### src/rtl/dam_pkg.sv
package dam_pkg;

   localparam int MEM_WORDS = 1000;
   localparam int MEM_AW    = (MEM_WORDS > 1) ? $clog2(MEM_WORDS) : 1;
   localparam int WORD_W    = 18;
   localparam int MAG_W     = 17;
   localparam int DATA_W    = 32;
   localparam int PC_W      = 10;
   localparam int CMD_W     = 2;
   localparam int ERR_W     = 4;
   localparam int OPC_W     = 7;
   localparam int WORD_MAX  = 99999;
   localparam int DEC_BASE  = 1000;
   // floor(2^20 / 1000); the quotient estimate is exact or one low
   localparam int DEC_SCALE = 1048;
   localparam int DEC_SHIFT = 20;
   localparam int DEC_PW    = 28;
   localparam int DIV_CNT_W = 5;

   typedef enum logic [CMD_W-1:0] {
      CMD_LOAD  = 2'd0,
      CMD_START = 2'd1,
      CMD_STEP  = 2'd2,
      CMD_PEEK  = 2'd3
   } cmd_type;

   typedef enum logic [ERR_W-1:0] {
      ERR_NONE      = 4'd0,
      ERR_PC        = 4'd1,
      ERR_INPUT     = 4'd2,
      ERR_DIV0      = 4'd3,
      ERR_MOD0      = 4'd4,
      ERR_NEG_EXP   = 4'd5,
      ERR_POW_OVF   = 4'd6,
      ERR_OPCODE    = 4'd7,
      ERR_ACC_OVF   = 4'd8,
      ERR_LOAD_WORD = 4'd9,
      ERR_MEM_FULL  = 4'd10
   } err_type;

   typedef enum logic [3:0] {
      OPC_READ, OPC_WRITE, OPC_NEWLINE, OPC_LOADA, OPC_STORE, OPC_ADD, OPC_SUB,
      OPC_DIV, OPC_MUL, OPC_MOD, OPC_POW, OPC_BR, OPC_BRNEG, OPC_BRZERO,
      OPC_HALT, OPC_BAD
   } op_type;

   localparam logic [OPC_W-1:0] OP_READ    = 7'd10;
   localparam logic [OPC_W-1:0] OP_WRITE   = 7'd11;
   localparam logic [OPC_W-1:0] OP_NEWLINE = 7'd12;
   localparam logic [OPC_W-1:0] OP_LOADA   = 7'd20;
   localparam logic [OPC_W-1:0] OP_STORE   = 7'd21;
   localparam logic [OPC_W-1:0] OP_ADD     = 7'd30;
   localparam logic [OPC_W-1:0] OP_SUB     = 7'd31;
   localparam logic [OPC_W-1:0] OP_DIV     = 7'd32;
   localparam logic [OPC_W-1:0] OP_MUL     = 7'd33;
   localparam logic [OPC_W-1:0] OP_MOD     = 7'd34;
   localparam logic [OPC_W-1:0] OP_POW     = 7'd35;
   localparam logic [OPC_W-1:0] OP_BR      = 7'd40;
   localparam logic [OPC_W-1:0] OP_BRNEG   = 7'd41;
   localparam logic [OPC_W-1:0] OP_BRZERO  = 7'd42;
   localparam logic [OPC_W-1:0] OP_HALT    = 7'd43;

   typedef struct packed {
      logic    accept;
      logic    clr_wr;
      logic    load_wr;
      logic    start;
      logic    stop;
      logic    set_err;
      err_type err;
      logic    set_load_done;
      logic    peek_rd;
      logic    peek_latch;
      logic    fetch_rd;
      logic    latch_ir;
      logic    dec_q;
      logic    dec_r;
      logic    opnd_rd;
      logic    latch_m;
      logic    set_input_used;
      logic    mem_wr_data;
      logic    mem_wr_acc;
      logic    set_out;
      logic    set_newline;
      logic    acc_ld_m;
      logic    acc_ld_sum;
      logic    acc_ld_prod;
      logic    acc_ld_div;
      logic    acc_one;
      logic    acc_pm1;
      logic    mul_go;
      logic    pow_init;
      logic    pow_mul;
      logic    pow_step;
      logic    div_init;
      logic    div_step;
      logic    pc_jump;
      logic    pc_adv;
      logic    rsp_load;
   } dp_cmd_type;

   typedef struct packed {
      cmd_type cmd_code;
      op_type  op;
      logic    running;
      logic    halted;
      logic    load_sentinel;
      logic    load_full;
      logic    data_oob;
      logic    addr_oob;
      logic    pc_oob;
      logic    opnd_oob;
      logic    m_zero;
      logic    m_neg;
      logic    acc_neg;
      logic    acc_zero;
      logic    acc_one;
      logic    acc_mone;
      logic    addsub_ovf;
      logic    prod_ovf;
      logic    div_last;
      logic    pow_last;
      logic    clr_last;
      logic    rsp_free;
   } dp_stat_type;

   function automatic op_type decode_op(input logic [OPC_W-1:0] code, input logic neg);
      op_type op;
      op = OPC_BAD;
      if (!neg) begin
         unique case (code)
            OP_READ:    op = OPC_READ;
            OP_WRITE:   op = OPC_WRITE;
            OP_NEWLINE: op = OPC_NEWLINE;
            OP_LOADA:   op = OPC_LOADA;
            OP_STORE:   op = OPC_STORE;
            OP_ADD:     op = OPC_ADD;
            OP_SUB:     op = OPC_SUB;
            OP_DIV:     op = OPC_DIV;
            OP_MUL:     op = OPC_MUL;
            OP_MOD:     op = OPC_MOD;
            OP_POW:     op = OPC_POW;
            OP_BR:      op = OPC_BR;
            OP_BRNEG:   op = OPC_BRNEG;
            OP_BRZERO:  op = OPC_BRZERO;
            OP_HALT:    op = OPC_HALT;
            default:    op = OPC_BAD;
         endcase
      end
      return op;
   endfunction

endpackage

### src/rtl/dam_ctrl.sv
module dam_ctrl (
   input  logic                 clock,
   input  logic                 reset,
   input  logic                 req_valid,
   output logic                 req_ready,
   input  dam_pkg::dp_stat_type stat,
   output dam_pkg::dp_cmd_type  cmd
);
   import dam_pkg::*;

   typedef enum logic [16:0] {
      S_CLEAR      = 17'h00001,
      S_IDLE       = 17'h00002,
      S_DISPATCH   = 17'h00004,
      S_PEEK_WAIT  = 17'h00008,
      S_FETCH      = 17'h00010,
      S_FETCH_WAIT = 17'h00020,
      S_DEC1       = 17'h00040,
      S_DEC2       = 17'h00080,
      S_OPND       = 17'h00100,
      S_OPND_WAIT  = 17'h00200,
      S_EXEC       = 17'h00400,
      S_MUL_CHK    = 17'h00800,
      S_DIV_RUN    = 17'h01000,
      S_DIV_FIN    = 17'h02000,
      S_POW_MUL    = 17'h04000,
      S_POW_CHK    = 17'h08000,
      S_DONE       = 17'h10000
   } state_type;

   state_type state_ff, state_in;

   always_ff @(posedge clock) begin
      if (reset) begin
         state_ff <= S_CLEAR;
      end else begin
         state_ff <= state_in;
      end
   end

   always_comb begin
      cmd       = '0;
      cmd.err   = ERR_NONE;
      state_in  = state_ff;
      req_ready = 1'b0;
      unique case (state_ff)
         S_CLEAR: begin
            cmd.clr_wr = 1'b1;
            if (stat.clr_last) begin
               state_in = S_IDLE;
            end
         end
         S_IDLE: begin
            req_ready = 1'b1;
            if (req_valid) begin
               cmd.accept = 1'b1;
               state_in   = S_DISPATCH;
            end
         end
         S_DISPATCH: begin
            state_in = S_DONE;
            unique case (stat.cmd_code)
               CMD_LOAD: begin
                  if (!stat.running) begin
                     if (stat.load_sentinel) begin
                        cmd.set_load_done = 1'b1;
                     end else if (stat.load_full) begin
                        cmd.set_err = 1'b1;
                        cmd.err     = ERR_MEM_FULL;
                     end else if (stat.data_oob) begin
                        cmd.set_err = 1'b1;
                        cmd.err     = ERR_LOAD_WORD;
                     end else begin
                        cmd.load_wr = 1'b1;
                     end
                  end
               end
               CMD_START: cmd.start = 1'b1;
               CMD_STEP: begin
                  if (stat.running) begin
                     if (stat.pc_oob) begin
                        cmd.set_err = 1'b1;
                        cmd.err     = ERR_PC;
                        cmd.stop    = 1'b1;
                     end else begin
                        state_in = S_FETCH;
                     end
                  end
               end
               CMD_PEEK: begin
                  if (!stat.addr_oob) begin
                     cmd.peek_rd = 1'b1;
                     state_in    = S_PEEK_WAIT;
                  end
               end
               default: state_in = S_DONE;
            endcase
         end
         S_PEEK_WAIT: begin
            cmd.peek_latch = 1'b1;
            state_in       = S_DONE;
         end
         S_FETCH: begin
            cmd.fetch_rd = 1'b1;
            state_in     = S_FETCH_WAIT;
         end
         S_FETCH_WAIT: begin
            cmd.latch_ir = 1'b1;
            state_in     = S_DEC1;
         end
         S_DEC1: begin
            cmd.dec_q = 1'b1;
            state_in  = S_DEC2;
         end
         S_DEC2: begin
            cmd.dec_r = 1'b1;
            state_in  = S_OPND;
         end
         S_OPND: begin
            if (stat.opnd_oob) begin
               cmd.set_err = 1'b1;
               cmd.err     = ERR_PC;
               cmd.stop    = 1'b1;
               state_in    = S_DONE;
            end else begin
               cmd.opnd_rd = 1'b1;
               state_in    = S_OPND_WAIT;
            end
         end
         S_OPND_WAIT: begin
            cmd.latch_m = 1'b1;
            state_in    = S_EXEC;
         end
         S_EXEC: begin
            state_in = S_DONE;
            unique case (stat.op)
               OPC_READ: begin
                  cmd.set_input_used = 1'b1;
                  if (stat.data_oob) begin
                     cmd.set_err = 1'b1;
                     cmd.err     = ERR_INPUT;
                     cmd.stop    = 1'b1;
                  end else begin
                     cmd.mem_wr_data = 1'b1;
                     cmd.pc_adv      = 1'b1;
                  end
               end
               OPC_WRITE: begin
                  cmd.set_out = 1'b1;
                  cmd.pc_adv  = 1'b1;
               end
               OPC_NEWLINE: begin
                  cmd.set_newline = 1'b1;
                  cmd.pc_adv      = 1'b1;
               end
               OPC_LOADA: begin
                  cmd.acc_ld_m = 1'b1;
                  cmd.pc_adv   = 1'b1;
               end
               OPC_STORE: begin
                  cmd.mem_wr_acc = 1'b1;
                  cmd.pc_adv     = 1'b1;
               end
               OPC_ADD, OPC_SUB: begin
                  if (stat.addsub_ovf) begin
                     cmd.set_err = 1'b1;
                     cmd.err     = ERR_ACC_OVF;
                     cmd.stop    = 1'b1;
                  end else begin
                     cmd.acc_ld_sum = 1'b1;
                     cmd.pc_adv     = 1'b1;
                  end
               end
               OPC_MUL: begin
                  cmd.mul_go = 1'b1;
                  state_in   = S_MUL_CHK;
               end
               OPC_DIV, OPC_MOD: begin
                  if (stat.m_zero) begin
                     cmd.set_err = 1'b1;
                     cmd.err     = (stat.op == OPC_DIV) ? ERR_DIV0 : ERR_MOD0;
                     cmd.stop    = 1'b1;
                  end else begin
                     cmd.div_init = 1'b1;
                     state_in     = S_DIV_RUN;
                  end
               end
               OPC_POW: begin
                  if (stat.m_neg) begin
                     cmd.set_err = 1'b1;
                     cmd.err     = ERR_NEG_EXP;
                     cmd.stop    = 1'b1;
                  end else if (stat.m_zero) begin
                     cmd.acc_one = 1'b1;
                     cmd.pc_adv  = 1'b1;
                  end else if (stat.acc_zero || stat.acc_one) begin
                     cmd.pc_adv = 1'b1;
                  end else if (stat.acc_mone) begin
                     cmd.acc_pm1 = 1'b1;
                     cmd.pc_adv  = 1'b1;
                  end else begin
                     cmd.pow_init = 1'b1;
                     state_in     = S_POW_MUL;
                  end
               end
               OPC_BR: cmd.pc_jump = 1'b1;
               OPC_BRNEG: begin
                  cmd.pc_jump = stat.acc_neg;
                  cmd.pc_adv  = !stat.acc_neg;
               end
               OPC_BRZERO: begin
                  cmd.pc_jump = stat.acc_zero;
                  cmd.pc_adv  = !stat.acc_zero;
               end
               OPC_HALT: cmd.stop = 1'b1;
               OPC_BAD: begin
                  cmd.set_err = 1'b1;
                  cmd.err     = ERR_OPCODE;
                  cmd.stop    = 1'b1;
               end
               default: state_in = S_DONE;
            endcase
         end
         S_MUL_CHK: begin
            state_in = S_DONE;
            if (stat.prod_ovf) begin
               cmd.set_err = 1'b1;
               cmd.err     = ERR_ACC_OVF;
               cmd.stop    = 1'b1;
            end else begin
               cmd.acc_ld_prod = 1'b1;
               cmd.pc_adv      = 1'b1;
            end
         end
         S_DIV_RUN: begin
            cmd.div_step = 1'b1;
            if (stat.div_last) begin
               state_in = S_DIV_FIN;
            end
         end
         S_DIV_FIN: begin
            cmd.acc_ld_div = 1'b1;
            cmd.pc_adv     = 1'b1;
            state_in       = S_DONE;
         end
         S_POW_MUL: begin
            cmd.pow_mul = 1'b1;
            state_in    = S_POW_CHK;
         end
         S_POW_CHK: begin
            if (stat.prod_ovf) begin
               cmd.set_err = 1'b1;
               cmd.err     = ERR_POW_OVF;
               cmd.stop    = 1'b1;
               state_in    = S_DONE;
            end else if (stat.pow_last) begin
               cmd.acc_ld_prod = 1'b1;
               cmd.pc_adv      = 1'b1;
               state_in        = S_DONE;
            end else begin
               cmd.pow_step = 1'b1;
               state_in     = S_POW_MUL;
            end
         end
         S_DONE: begin
            if (stat.rsp_free) begin
               cmd.rsp_load = 1'b1;
               state_in     = S_IDLE;
            end
         end
         default: state_in = S_IDLE;
      endcase
   end

endmodule

### config.mk
export PLATFORM = sky130hd
export DESIGN_NAME = dam_ctrl
export DESIGN_NICKNAME = d
export VERILOG_FILES = /design/src/rtl/dam_pkg.sv /design/src/rtl/dam_ctrl.sv
export SDC_FILE = /design/constraint.sdc
export NUM_CORES = 1
export LEC_CHECK = 0
export ABC_AREA = 1
export BUFFER_PORTS_ARGS = -buffer_cell sky130_fd_sc_hd__buf_2
export CAP_MARGIN = 15
export CORE_MARGIN = 5
export CORE_UTILIZATION = 30
export CTS_BUF_LIST = sky130_fd_sc_hd__clkbuf_4 sky130_fd_sc_hd__clkbuf_8
export CTS_CLUSTER_SIZE = 8
export DETAILED_ROUTE_END_ITERATION = 8
export PLACE_DENSITY = 0.65
export SETUP_SLACK_MARGIN = 0.1
export SYNTH_ARGS = -nofsm -noshare
export SYNTH_HDL_FRONTEND = slang
export SYNTH_SLANG_ARGS = --single-unit
### constraint.sdc
create_clock -name clock -period 1.8 [get_ports clock]
set_input_delay 0.18 -clock clock [delete_from_list [all_inputs] [get_ports clock]]
set_output_delay 0.18 -clock clock [all_outputs]
set_load 0.01 [all_outputs]
==> impl_metrics.py <==
metrics = {
    "power_and_ir_drop": {
        "vdd_drop_max_mv": 0.221,
        "power_density_mw_per_mm2": 338,
        "power_mw": 0.955,
        "p_leak_nw": 1.57,
    },
    "worst_hold_path": {
        "holdPathEnd": "state_ff[9]",
        "hp-class": "primary input to flop",
        "hp-start": "stat[12]",
        "hold_depth": 2,
    },
    "synthesis": {
        "yosys_warnings": 0,
        "synth.avg_cell_area_um2": 5.69,
        "synth_compound_area_share_pct": 7.75,
        "synth_xor_area_share_pct": 0,
        "synth_top_family_by_area": "simple AND/OR/NAND/NOR gates",
        "synth_cell_types": 30,
        "yosysSeqAreaShare_pct": 20.3,
        "syn-instance-count": 295,
        "synth_seq_cells": 17,
        "syn-num-nets": 324,
        "synthMuxAreaShare_pct": 0,
        "synthesis.area_mm2": 0.00168,
        "yosys.area_share.simple_pct": 57.4,
        "synth_fa_ha_area_share_pct": 0,
    },
    "sta": {
        "setup_viol": 18,
        "fin_crit_ps": 1970,
        "maxSlewViolCount": 0,
        "clock_skew_ps": 5.50,
        "timing.final.crit_share_pct": 109,
        "setup_ws_ps": -165,
        "hold_violations": 0,
        "rsz0062_at_grt": "true",
        "max_slew.worst_pin.slew_ps": 447,
        "max_slew_margin_pct": 70.1,
        "max_freq_mhz": 509,
        "fin_setup_tns_ps": -1250,
    },
    "route": {
        "final_antenna_net_count": 0,
        "drc": 0,
        "wl_per_cell_um": 12.8,
        "routed_wirelength_um": 5940,
        "dr_total_vias": 2246,
        "drt-initial-drc-count": 69,
        "via_per_inst": 4.83,
        "first_pass_iters": 4,
    },
    "clock_network": {
        "cts_made_buffers": 3,
        "clock_latency_ps": 260,
        "cts-root-buf": "clkbuf_8",
        "clkTransAtPathRegs_ps": 80,
        "cts_max_level": 1,
        "cts_tree": "done",
        "cts_buffer_depth": 2,
        "cts.sinks": 17,
    },
    "floorplanning": {
        "die_w_um": 84.8,
        "initial_core_util_pct": 30.7,
        "die_y_um": 84.8,
        "row_count": 27,
        "dieArea_mm2": 0.00719,
        "core_mm2": 0.00547,
        "io_pins": 69,
    },
    "global_route": {
        "grt_max_degree": 16,
        "grt_pass1_wl_um": 9340,
        "antenna_found_initial": 0,
        "grt_usage_pct": 15.3,
        "overflow": 0,
        "grt_pass1_vias": 2211,
    },
    "layout": {
        "diodes": 0,
        "largest_register_ff_count": 17,
        "top_register": "state_ff",
        "fillers": 540,
        "utilization_pct": 51.7,
        "final_common_cell": "buf_2",
        "syn2layout_area_growth_pct": 68.4,
        "layout_common_cells": "buf_2, nand2_1, nor2_1",
        "multi_input_area_mm2": 0.00141,
        "num-nets-final": 423,
        "reg_top3": "state_ff (17)",
        "drive_above_1_share_pct": 50.4,
        "seq_area_um2": 358,
    },
    "worst_setup_path": {
        "ff2ff_path_depth": 13,
        "r2r-start": "state_ff[5]",
        "arrival_ps": 1790,
        "r2r-end": "state_ff[13]",
        "r2r_slack_ps": 30,
        "cp_max_fo": 6,
        "cp-start-kind": "flop",
        "worstPathRequired_ps": 1620,
        "criticalPathCategory": "flop to output pin",
        "cp-end-kind": "output pin",
    },
    "outcome": {
        "outcome": "finished, violations left",
        "violations": "setup timing",
    },
    "job": {
        "max-cap-violations": 0,
    },
    "place": {
        "dp_hpwl_um": 4270,
        "port_buffers": 67,
        "routabilityCongestion": 0.915,
    },
}
[metal layers]
layer	share of wire (%)	global-route usage, %
met5	0	0
met4	2.6	6.47
met3	4.5	1.26
met2	52	28.6
met1	40	17.8
[synth_stat cells (all sizes together)]
master	number	area, µm²
nor3	23	140
clkbuf	1	3.75
o2111ai	2	17.5
nand3b	1	7.51
dfxtp	17	340
inv	57	214
nand2	64	265
nor2	70	319
nand3	25	150
nand4	9	56.3
clkinv	1	5.00
nor4	2	12.5
a31oi	2	12.5
o211ai	2	20.0
o21ai	11	55.1
and3	1	6.26
a211oi	2	15.0
buf	2	22.5
and2	1	6.26
a21oi	2	10.0
[cell type report]
cell class	count	share of cell area (%)
clock inverters	1	0.265
repair buffers	97	24.5
clock buffers	3	1.46
inverters	58	7.96
flip-flops and latches	17	12.7
well taps	72	3.19
multi-input cells	217	50.0
[worst max path at each step]
stage | startpoint | endpoint | slack [ps] | cells after the start
finish | state_ff[5] | cmd[29] | -170 | 9
CTS | state_ff[5] | cmd[29] | -80 | 9
detailed placement | state_ff[4] | cmd[32] | 100 | 8
global route | state_ff[5] | cmd[29] | -290 | 9
global placement | state_ff[4] | cmd[32] | 110 | 8
floorplan | state_ff[14] | cmd[18] | 280 | 8
[critical path, cell delays in order, from the launching register on]
cell,delay [ps]
dfxtp_2,340
nor2_4,130
nand2_4,80
nor2_4,220
buf_6,160
nand4_1,190
nand2_1,130
nor2_1,40
o21ai_1,80
buf_2,150
[logic make-up after synthesis]
| logic type | count (synthesis) |
|---|---|
| AOI/OAI and AO/OA | 21 |
| buffers and inverters | 61 |
| DFF | 17 |
| and+or+nand+nor | 196 |
[per-stage QoR]
stage	hold WS, ps	instance area, µm²	cells	setup WS (ps)
after floorplan	257	1680	295	282
after global placement	389	2140	439	114
after detailed placement	397	2140	439	103
after CTS	120	2460	455	-76.9
after global routing	129	2830	465	-294
final	112	2830	465	-165
[where the power goes]
group	internal [mW]	leakage [nW]	switching [mW]
registers	0.380	0.144	0.00608
logic	0.103	1.40	0.159
clock network	0.156	0.0217	0.150
total	0.639	1.57	0.316
[timing repair]
item                       CTS  global route
hold endpoints to repair     0             0
pin swaps                   20            19
setup endpoints to repair   30            41
setup buffers               12            11
gates cloned                 0             1
gates resized for setup     47            75
hold buffers                 0             0
No activity file was read; power rests on OpenSTA's default activity.
